[config.mk]
export PLATFORM = sky130hd
export DESIGN_NAME = radial_spotlight_luminance_unit
export DESIGN_NICKNAME = d
export VERILOG_FILES = /design/src/sv/rslu_pkg.sv /design/src/sv/radial_spotlight_luminance_unit.sv
export SDC_FILE = /design/constraint.sdc
export NUM_CORES = 2
export LEC_CHECK = 0
export BUFFER_PORTS_ARGS = -buffer_cell sky130_fd_sc_hd__buf_2
export CORE_ASPECT_RATIO = 1.5
export CORE_MARGIN = 5
export CORE_UTILIZATION = 47
export DETAILED_ROUTE_END_ITERATION = 10
export PLACE_DENSITY_LB_ADDON = 0.25
export REMOVE_ABC_BUFFERS = 1
export SETUP_SLACK_MARGIN = 0.5
export SLEW_MARGIN = 20
export SYNTH_ARGS = -nofsm -noshare
export SYNTH_HDL_FRONTEND = slang
export SYNTH_SLANG_ARGS = --single-unit
[constraint.sdc]
create_clock -name clk -period 18.4 [get_ports clk]
set_input_delay 2.76 -clock clk [delete_from_list [all_inputs] [get_ports clk]]
set_output_delay 2.76 -clock clk [all_outputs]
set_load 0.01 [all_outputs]
[src/sv/rslu_pkg.sv]
`timescale 1ns / 1ps

package rslu_pkg;

  // spotlight center register width and configuration indexes
  localparam int CENTER_BITS = 14;
  localparam int CFG_IDX_BITS = 1;
  localparam logic [CFG_IDX_BITS-1:0] REG_CENTER_X = 1'b0;
  localparam logic [CFG_IDX_BITS-1:0] REG_CENTER_Y = 1'b1;

  // an axis offset above 160 already saturates the squared distance
  localparam int AXIS_BITS = 8;
  localparam logic [AXIS_BITS-1:0] AXIS_CLAMP = 8'd161;

  // squared distance, clamped to 160 squared
  localparam int D2_BITS = 15;
  localparam logic [D2_BITS-1:0] MAX_D2 = 15'd25600;

  // distance in Q8 and the full-scale dimming factor
  localparam int Q_BITS = 16;
  localparam logic [Q_BITS-1:0] FULL_SCALE = 16'd51200;

  // 51200 = 2^11 * 25
  localparam int SCALE_SHIFT = 11;
  localparam int SCALE_ODD = 25;

  // square root pipeline: 16 digit steps, 4 per stage
  localparam int RAD_BITS = 32;
  localparam int REM_BITS = Q_BITS + 2;
  localparam int SQ_STEPS_PER_STAGE = 4;
  localparam int SQ_STAGES = Q_BITS / SQ_STEPS_PER_STAGE;

  typedef struct packed {
    logic [REM_BITS-1:0] rem;
    logic [Q_BITS-1:0]   root;
    logic [RAD_BITS-1:0] rad;
  } sqrt_t;

endpackage

[src/sv/radial_spotlight_luminance_unit.sv]
`timescale 1ns / 1ps

// linear radial vignette: dims one pixel's luminance by 0.5 % per pixel of
// euclidean distance from a programmable spotlight centre, capped at 80 %
// from 160 pixels outwards
//
// input channel: a request is taken at a rising edge with start high and busy
// low; busy is always low, so a new pixel may be offered every clock
// result channel: out_valid marks lum_out for exactly one cycle; the receiver
// cannot hold results off and the pipeline never stalls
// configuration: cfg_we writes cfg_wdata into register cfg_index (0 centre x,
// 1 centre y, 14-bit two's complement) at the clock edge; write only while idle
//
// throughput: one pixel per clock, set by a 9-stage pipeline (abs/clamp,
// squares, four 4-digit square root stages, multiply, reciprocal multiply,
// correction); results leave in request order
// reset (synchronous, rst_n low): all valid bits clear, centre goes to (0, 0)

module radial_spotlight_luminance_unit #(
  parameter int COORD_BITS = 12,
  parameter int LUM_BITS   = 16
) (
  input  logic                                  clk,
  input  logic                                  rst_n,
  // pixel requests
  input  logic                                  start,
  output logic                                  busy,
  input  logic [COORD_BITS-1:0]                 in_pixel_x,
  input  logic [COORD_BITS-1:0]                 in_pixel_y,
  input  logic [LUM_BITS-1:0]                   in_lum_in,
  // results
  output logic                                  out_valid,
  output logic [LUM_BITS-1:0]                   out_lum_out,
  // configuration writes
  input  logic                                  cfg_we,
  input  logic [rslu_pkg::CFG_IDX_BITS-1:0]     cfg_index,
  input  logic [rslu_pkg::CENTER_BITS-1:0]      cfg_wdata
);

  // signed width that holds pixel minus centre exactly
  localparam int DW = ((COORD_BITS > rslu_pkg::CENTER_BITS) ?
                       COORD_BITS : rslu_pkg::CENTER_BITS) + 2;
  localparam int PW = LUM_BITS + rslu_pkg::Q_BITS;      // lum * factor
  localparam int XW = PW - rslu_pkg::SCALE_SHIFT;       // product >> 11
  localparam int RK = XW;                               // reciprocal shift
  localparam int MW = RK - 4;                           // 2^RK / 25 fits here
  localparam longint unsigned RECIP_L = (64'd1 << RK) / 64'd25;
  localparam logic [MW-1:0] RECIP = MW'(RECIP_L);
  localparam int SQS = rslu_pkg::SQ_STAGES;

  // never stalls
  assign busy = 1'b0;

  logic accept;
  assign accept = start && !busy;

  // ---------------------------------------------------------------------
  // configuration registers
  // ---------------------------------------------------------------------
  logic signed [rslu_pkg::CENTER_BITS-1:0] center_x_r;
  logic signed [rslu_pkg::CENTER_BITS-1:0] center_y_r;

  always_ff @(posedge clk) begin
    if (!rst_n) begin
      center_x_r <= '0;
      center_y_r <= '0;
    end else if (cfg_we) begin
      case (cfg_index)
        rslu_pkg::REG_CENTER_X: center_x_r <= cfg_wdata;
        rslu_pkg::REG_CENTER_Y: center_y_r <= cfg_wdata;
        default: ;
      endcase
    end
  end

  // ---------------------------------------------------------------------
  // stage 1: axis offsets, absolute value, clamp at 161
  // ---------------------------------------------------------------------
  function automatic logic [rslu_pkg::AXIS_BITS-1:0] axis_offset(
    input logic [COORD_BITS-1:0]                 pix,
    input logic [rslu_pkg::CENTER_BITS-1:0]      ctr
  );
    logic signed [DW-1:0] pe;
    logic signed [DW-1:0] ce;
    logic signed [DW-1:0] d;
    logic [DW-1:0]        a;
    pe = signed'({{(DW-COORD_BITS){1'b0}}, pix});
    ce = signed'({{(DW-rslu_pkg::CENTER_BITS){ctr[rslu_pkg::CENTER_BITS-1]}}, ctr});
    d  = pe - ce;
    a  = d[DW-1] ? DW'(-d) : DW'(d);
    if (a > DW'(rslu_pkg::AXIS_CLAMP))
      return rslu_pkg::AXIS_CLAMP;
    return a[rslu_pkg::AXIS_BITS-1:0];
  endfunction

  logic                             s1_v_r;
  logic [rslu_pkg::AXIS_BITS-1:0]   ax_r, ay_r, ax_nxt, ay_nxt;
  logic [LUM_BITS-1:0]              s1_lum_r;

  assign ax_nxt = axis_offset(in_pixel_x, center_x_r);
  assign ay_nxt = axis_offset(in_pixel_y, center_y_r);

  always_ff @(posedge clk) begin
    if (!rst_n) begin
      s1_v_r <= 1'b0;
    end else begin
      s1_v_r <= accept;
    end
  end

  always_ff @(posedge clk) begin
    ax_r     <= ax_nxt;
    ay_r     <= ay_nxt;
    s1_lum_r <= in_lum_in;
  end

  // ---------------------------------------------------------------------
  // stage 2: squared distance, clamped to 25600
  // ---------------------------------------------------------------------
  localparam int SQW = 2 * rslu_pkg::AXIS_BITS + 1;

  logic                             s2_v_r;
  logic [SQW-1:0]                   sum_sq;
  logic [rslu_pkg::D2_BITS-1:0]     d2_r, d2_nxt;
  logic [LUM_BITS-1:0]              s2_lum_r;

  assign sum_sq = SQW'(ax_r) * SQW'(ax_r) + SQW'(ay_r) * SQW'(ay_r);
  assign d2_nxt = (sum_sq > SQW'(rslu_pkg::MAX_D2)) ? rslu_pkg::MAX_D2 :
                  sum_sq[rslu_pkg::D2_BITS-1:0];

  always_ff @(posedge clk) begin
    if (!rst_n) begin
      s2_v_r <= 1'b0;
    end else begin
      s2_v_r <= s1_v_r;
    end
  end

  always_ff @(posedge clk) begin
    d2_r     <= d2_nxt;
    s2_lum_r <= s1_lum_r;
  end

  // ---------------------------------------------------------------------
  // stages 3-6: digit-by-digit square root of d2 * 65536, two radicand bits
  // per step, four steps per stage
  // ---------------------------------------------------------------------
  function automatic rslu_pkg::sqrt_t sqrt_step(input rslu_pkg::sqrt_t s);
    rslu_pkg::sqrt_t              o;
    logic [rslu_pkg::REM_BITS-1:0] rem_sh;
    logic [rslu_pkg::REM_BITS-1:0] trial;
    rem_sh = {s.rem[rslu_pkg::REM_BITS-3:0], s.rad[rslu_pkg::RAD_BITS-1 -: 2]};
    trial  = {s.root, 2'b01};
    o.rad  = {s.rad[rslu_pkg::RAD_BITS-3:0], 2'b00};
    if (rem_sh >= trial) begin
      o.rem  = rem_sh - trial;
      o.root = {s.root[rslu_pkg::Q_BITS-2:0], 1'b1};
    end else begin
      o.rem  = rem_sh;
      o.root = {s.root[rslu_pkg::Q_BITS-2:0], 1'b0};
    end
    return o;
  endfunction

  rslu_pkg::sqrt_t      sq_r     [SQS];
  logic [LUM_BITS-1:0]  sq_lum_r [SQS];
  logic                 sq_v_r   [SQS];

  for (genvar g = 0; g < SQS; g++) begin : g_sq
    rslu_pkg::sqrt_t     src;
    rslu_pkg::sqrt_t     res_nxt;
    logic                src_v;
    logic [LUM_BITS-1:0] src_lum;

    if (g == 0) begin : g_first
      assign src.rem  = '0;
      assign src.root = '0;
      assign src.rad  = {1'b0, d2_r, {rslu_pkg::Q_BITS{1'b0}}};
      assign src_v    = s2_v_r;
      assign src_lum  = s2_lum_r;
    end else begin : g_rest
      assign src     = sq_r[g-1];
      assign src_v   = sq_v_r[g-1];
      assign src_lum = sq_lum_r[g-1];
    end

    always_comb begin
      res_nxt = src;
      for (int k = 0; k < rslu_pkg::SQ_STEPS_PER_STAGE; k++) begin
        res_nxt = sqrt_step(res_nxt);
      end
    end

    always_ff @(posedge clk) begin
      if (!rst_n) begin
        sq_v_r[g] <= 1'b0;
      end else begin
        sq_v_r[g] <= src_v;
      end
    end

    always_ff @(posedge clk) begin
      sq_r[g]     <= res_nxt;
      sq_lum_r[g] <= src_lum;
    end
  end

  // ---------------------------------------------------------------------
  // stage 7: lum * (51200 - q)
  // ---------------------------------------------------------------------
  logic                         s7_v_r;
  logic [rslu_pkg::Q_BITS-1:0]  factor;
  logic [PW-1:0]                prod_r;

  assign factor = rslu_pkg::FULL_SCALE - sq_r[SQS-1].root;

  always_ff @(posedge clk) begin
    if (!rst_n) begin
      s7_v_r <= 1'b0;
    end else begin
      s7_v_r <= sq_v_r[SQS-1];
    end
  end

  always_ff @(posedge clk) begin
    prod_r <= PW'(sq_lum_r[SQS-1]) * PW'(factor);
  end

  // ---------------------------------------------------------------------
  // stage 8: divide by 2048 (shift), then multiply by reciprocal of 25
  // ---------------------------------------------------------------------
  logic              s8_v_r;
  logic [XW-1:0]     x_nxt, x_r;
  logic [XW+MW-1:0]  xm_r;

  assign x_nxt = prod_r[PW-1:rslu_pkg::SCALE_SHIFT];

  always_ff @(posedge clk) begin
    if (!rst_n) begin
      s8_v_r <= 1'b0;
    end else begin
      s8_v_r <= s7_v_r;
    end
  end

  always_ff @(posedge clk) begin
    x_r  <= x_nxt;
    xm_r <= (XW+MW)'(x_nxt) * (XW+MW)'(RECIP);
  end

  // ---------------------------------------------------------------------
  // stage 9: estimate is low by at most one, one compare and step
  // ---------------------------------------------------------------------
  logic [LUM_BITS-1:0]  quot_est;
  logic [XW-1:0]        rem_est;
  logic [LUM_BITS-1:0]  lum_nxt;
  logic                 out_valid_r;
  logic [LUM_BITS-1:0]  lum_out_r;

  assign quot_est = xm_r[RK +: LUM_BITS];
  assign rem_est  = x_r - XW'(quot_est) * XW'(rslu_pkg::SCALE_ODD);
  assign lum_nxt  = (rem_est >= XW'(rslu_pkg::SCALE_ODD)) ? quot_est + 1'b1 : quot_est;

  always_ff @(posedge clk) begin
    if (!rst_n) begin
      out_valid_r <= 1'b0;
    end else begin
      out_valid_r <= s8_v_r;
    end
  end

  always_ff @(posedge clk) begin
    lum_out_r <= lum_nxt;
  end

  assign out_valid   = out_valid_r;
  assign out_lum_out = lum_out_r;

`ifndef SYNTHESIS
  // clamped squared distance never passes 160 squared
  a_d2_clamped: assert property (@(posedge clk) disable iff (!rst_n)
    s2_v_r |-> (d2_r <= rslu_pkg::MAX_D2))
    else $error("squared distance above clamp");

  // square root of at most 25600 * 65536 stays within 160 in Q8
  a_root_range: assert property (@(posedge clk) disable iff (!rst_n)
    sq_v_r[SQS-1] |-> (sq_r[SQS-1].root <= 16'd40960))
    else $error("distance root out of range");

  // reciprocal estimate is never more than one below the quotient
  a_recip_error: assert property (@(posedge clk) disable iff (!rst_n)
    s8_v_r |-> (rem_est < XW'(2 * rslu_pkg::SCALE_ODD)))
    else $error("reciprocal estimate off by more than one");

  // every accepted request walks into the pipeline
  a_accept_enters: assert property (@(posedge clk) disable iff (!rst_n)
    accept |=> s1_v_r)
    else $error("accepted request lost at entry");

  // a result only follows a valid item in the last stage
  a_out_from_pipe: assert property (@(posedge clk) disable iff (!rst_n)
    out_valid |-> $past(s8_v_r))
    else $error("result without a request");
`endif

endmodule

==> impl_metrics.env <==
export IMPL_status="finished, final reports clean"
export IMPL_grt_max_degree=38
export IMPL_insertion_delay_ns=0.58
export IMPL_slowest_stage="or4_1"
export IMPL_h_tree_depth=2
export IMPL_die_y_um=354
export IMPL_ant_nets=0
export IMPL_fp_dieW_um=239
export IMPL_tritoncts="yes"
export IMPL_row_count=126
export IMPL_drt_wl_total_um=83000
export IMPL_fmax_ghz=0.0890
export IMPL_drcViolationCount=0
export IMPL_drive_gt1_share_pct=6.14
export IMPL_final_cell_mix="inv_1 (652), ha_1 (546), fa_1 (440), nand2_1 (378), dfxtp_1 (333)"
export IMPL_finalNonFillerCells=5128
export IMPL_cp_common_cell="a21oi_1"
export IMPL_yosys_register_bits=333
export IMPL_routedWlPerCell_um=16.2
export IMPL_end_kind="register"
export IMPL_syn_cell_area_um2=37100
export IMPL_nets=5122
export IMPL_drtIter0Drc=1015
export IMPL_clk_path_buf_depth=3
export IMPL_pre_cts_ws_ns=7.30
export IMPL_portBuffers=75
export IMPL_worstSetupEndpoint="sq_r[2][43]"
export IMPL_die_area_um2=84700
export IMPL_tns_ns=0
export IMPL_rsz0062_at_grt="no"
export IMPL_cp_start_kind="register"
export IMPL_start_util_pct=47.2
export IMPL_synth_cell_types=108
export IMPL_tightest_slew_ns=0.972
export IMPL_grt_overflow=0
export IMPL_synth_edf_count=0
export IMPL_crit_required_ns=18.86
export IMPL_yosysSeqAreaShare_pct=18.0
export IMPL_cts_hold_buf=0
export IMPL_clkSinkCount=333
export IMPL_critPathMaxFanout=21
export IMPL_setup_ws_ns=7.16
export IMPL_cts_resized=0
export IMPL_critical_path_top_delay_family="compound AO/OA/AOI/OAI gates"
export IMPL_drt_first_pass_iters=8
export IMPL_reg2reg_to="sq_r[2][43]"
export IMPL_gp_congestion=0.859
export IMPL_period_needed_ns=11.24
export IMPL_area_growth_pct=7.52
export IMPL_post_cts_buffers=0
export IMPL_timing_final_crit_share_pct=61.1
export IMPL_slew_headroom_pct=33.5
export IMPL_cts_root_buf="clkbuf_16"
export IMPL_synth_main_ff_cell="dfxtp_1"
export IMPL_dp_cells=5062
export IMPL_antennaDiodeCount=0
export IMPL_synthMuxAreaShare_pct=1.08
export IMPL_yosys_area_share_adder_pct=42.2
export IMPL_fin_util_pct=50.8
export IMPL_numCtsBuffers=37
export IMPL_cpPeakStageDelay_ns=0.89
export IMPL_min_path_type="register to register"
export IMPL_vias=27200
export IMPL_synthSimpleGateAreaFrac_pct=14.3
export IMPL_slew_violations=0
export IMPL_timing_final_hold_violations=0
export IMPL_grt_pass1_vias=28600
export IMPL_grt_pass1_wl_um=139000
export IMPL_antenna_found_initial=0
export IMPL_worst_r2r_cell_count=42
export IMPL_core_area_um2=78500
export IMPL_clock_skew_final_ns=0.0325
export IMPL_avgSynthCellArea_um2=9.22
export IMPL_finalSetupViolCount=0
export IMPL_cap_violations=0
export IMPL_ios=77
export IMPL_synth_top_family_by_area="adder cells"
export IMPL_crit_reg2reg_launch="sq_r[1][31]"
export IMPL_critical_path_buf_inv_count=4
export IMPL_worst_path_stages=42
export IMPL_cts_clk_slew_worst_paths_ns=0.07
export IMPL_synth_compound_area_share_pct=11.7
export IMPL_arrival_ns=11.69
export IMPL_yosys_area_share_xor_xnor_pct=5.13
export IMPL_crit_start="sq_r[1][31]"
export IMPL_yosys_warnings=0
export IMPL_rrSetupSlack_ns=7.16
export IMPL_hpwl_um=69300
export IMPL_async_reset_ff_share_pct=0
export IMPL_final_common_cell="inv_1"
export IMPL_crit_type="register to register"
export IMPL_syn_inst=4020
export IMPL_grt_usage_pct=19.9
export IMPL_avgViaCountPerCell=5.30
[sequential cells by signal, summed over array words and instances (netlist names)]
register,count
center_y_r,14
g_sq.src_v,1
s1_v_r,1
s1_lum_r,16
center_x_r,14
ay_r,8
ax_r,8
x_r,21
sq_v_r,4
sq_lum_r,64
out_valid,1
s8_v_r,1
g_sq.src_lum,16
s7_v_r,1
xm_r,16
out_lum_out,16
sq_r,95
d2_r,15
prod_r,21
[metal layers]
metal	GRT usage [%]	part of all wire [%]	wire length, um
met2	40.3	58	47900
met3	1.68	2.1	1740
met4	8.15	4.5	3720
met5	0	0	0
met1	20.4	36	29600
[through the flow]
step	hold slack [ns]	cell area, um^2
6_report	0.319	39900
5_1_grt	0.327	39900
4_1_cts	0.317	39900
3_5_place_dp	0.312	38600
3_3_place_gp	0.310	38600
2_1_floorplan	0.310	36700
[final cells by class]
class | instances | area [um^2]
repair buffers | 101 | 571
inverters | 657 | 2470
flip-flops and latches | 333 | 6670
clock buffers | 42 | 985
well taps | 1024 | 1280
clock inverters | 24 | 262
fillers | 7451 | 38700
multi-input cells | 2947 | 27600
[cells in the mapped netlist, drive strengths merged, types with 33 or more instances]
cell type | n | share of area, %
nor2 | 196 | 2.0
a21boi | 33 | 0.67
clkbuf | 69 | 0.70
nand2 | 380 | 3.9
dfxtp | 333 | 18
nand2b | 35 | 0.59
xnor2 | 147 | 3.5
and3 | 33 | 0.56
a21oi | 172 | 2.4
nor3 | 76 | 1.1
inv | 656 | 6.6
a21o | 49 | 0.99
xor2 | 70 | 1.7
nand3 | 41 | 0.58
and2 | 125 | 2.1
nor2b | 64 | 1.1
o21bai | 33 | 0.67
ha | 546 | 18
o21ai | 125 | 1.7
o21a | 47 | 0.95
fa | 440 | 24
[logic make-up after synthesis]
kind of cell | after synthesis
muxes | 37
other | 1
adders and majority gates | 986
DFF | 333
and+or+nand+nor | 1063
AOI/OAI and AO/OA | 643
xor gates and xnor gates | 217
buffers and inverters | 740
[how the worst min path moves through the flow]
stage / startpoint / endpoint / slack, ns / depth (start not counted)
after floorplan: s1_lum_r[0] / g_sq[0].src_lum[0] / 0.31 / 0
after global placement: sq_lum_r[2][13] / sq_lum_r[3][13] / 0.31 / 0
after detailed placement: s1_lum_r[13] / g_sq[0].src_lum[13] / 0.31 / 0
after CTS: sq_lum_r[1][12] / sq_lum_r[2][12] / 0.32 / 0
after global routing: s1_lum_r[13] / g_sq[0].src_lum[13] / 0.33 / 0
final: sq_lum_r[1][12] / sq_lum_r[2][12] / 0.32 / 0
Power is not shown: default switching activity piles up to over one toggle a cycle in this logic, so the estimate is an artifact.
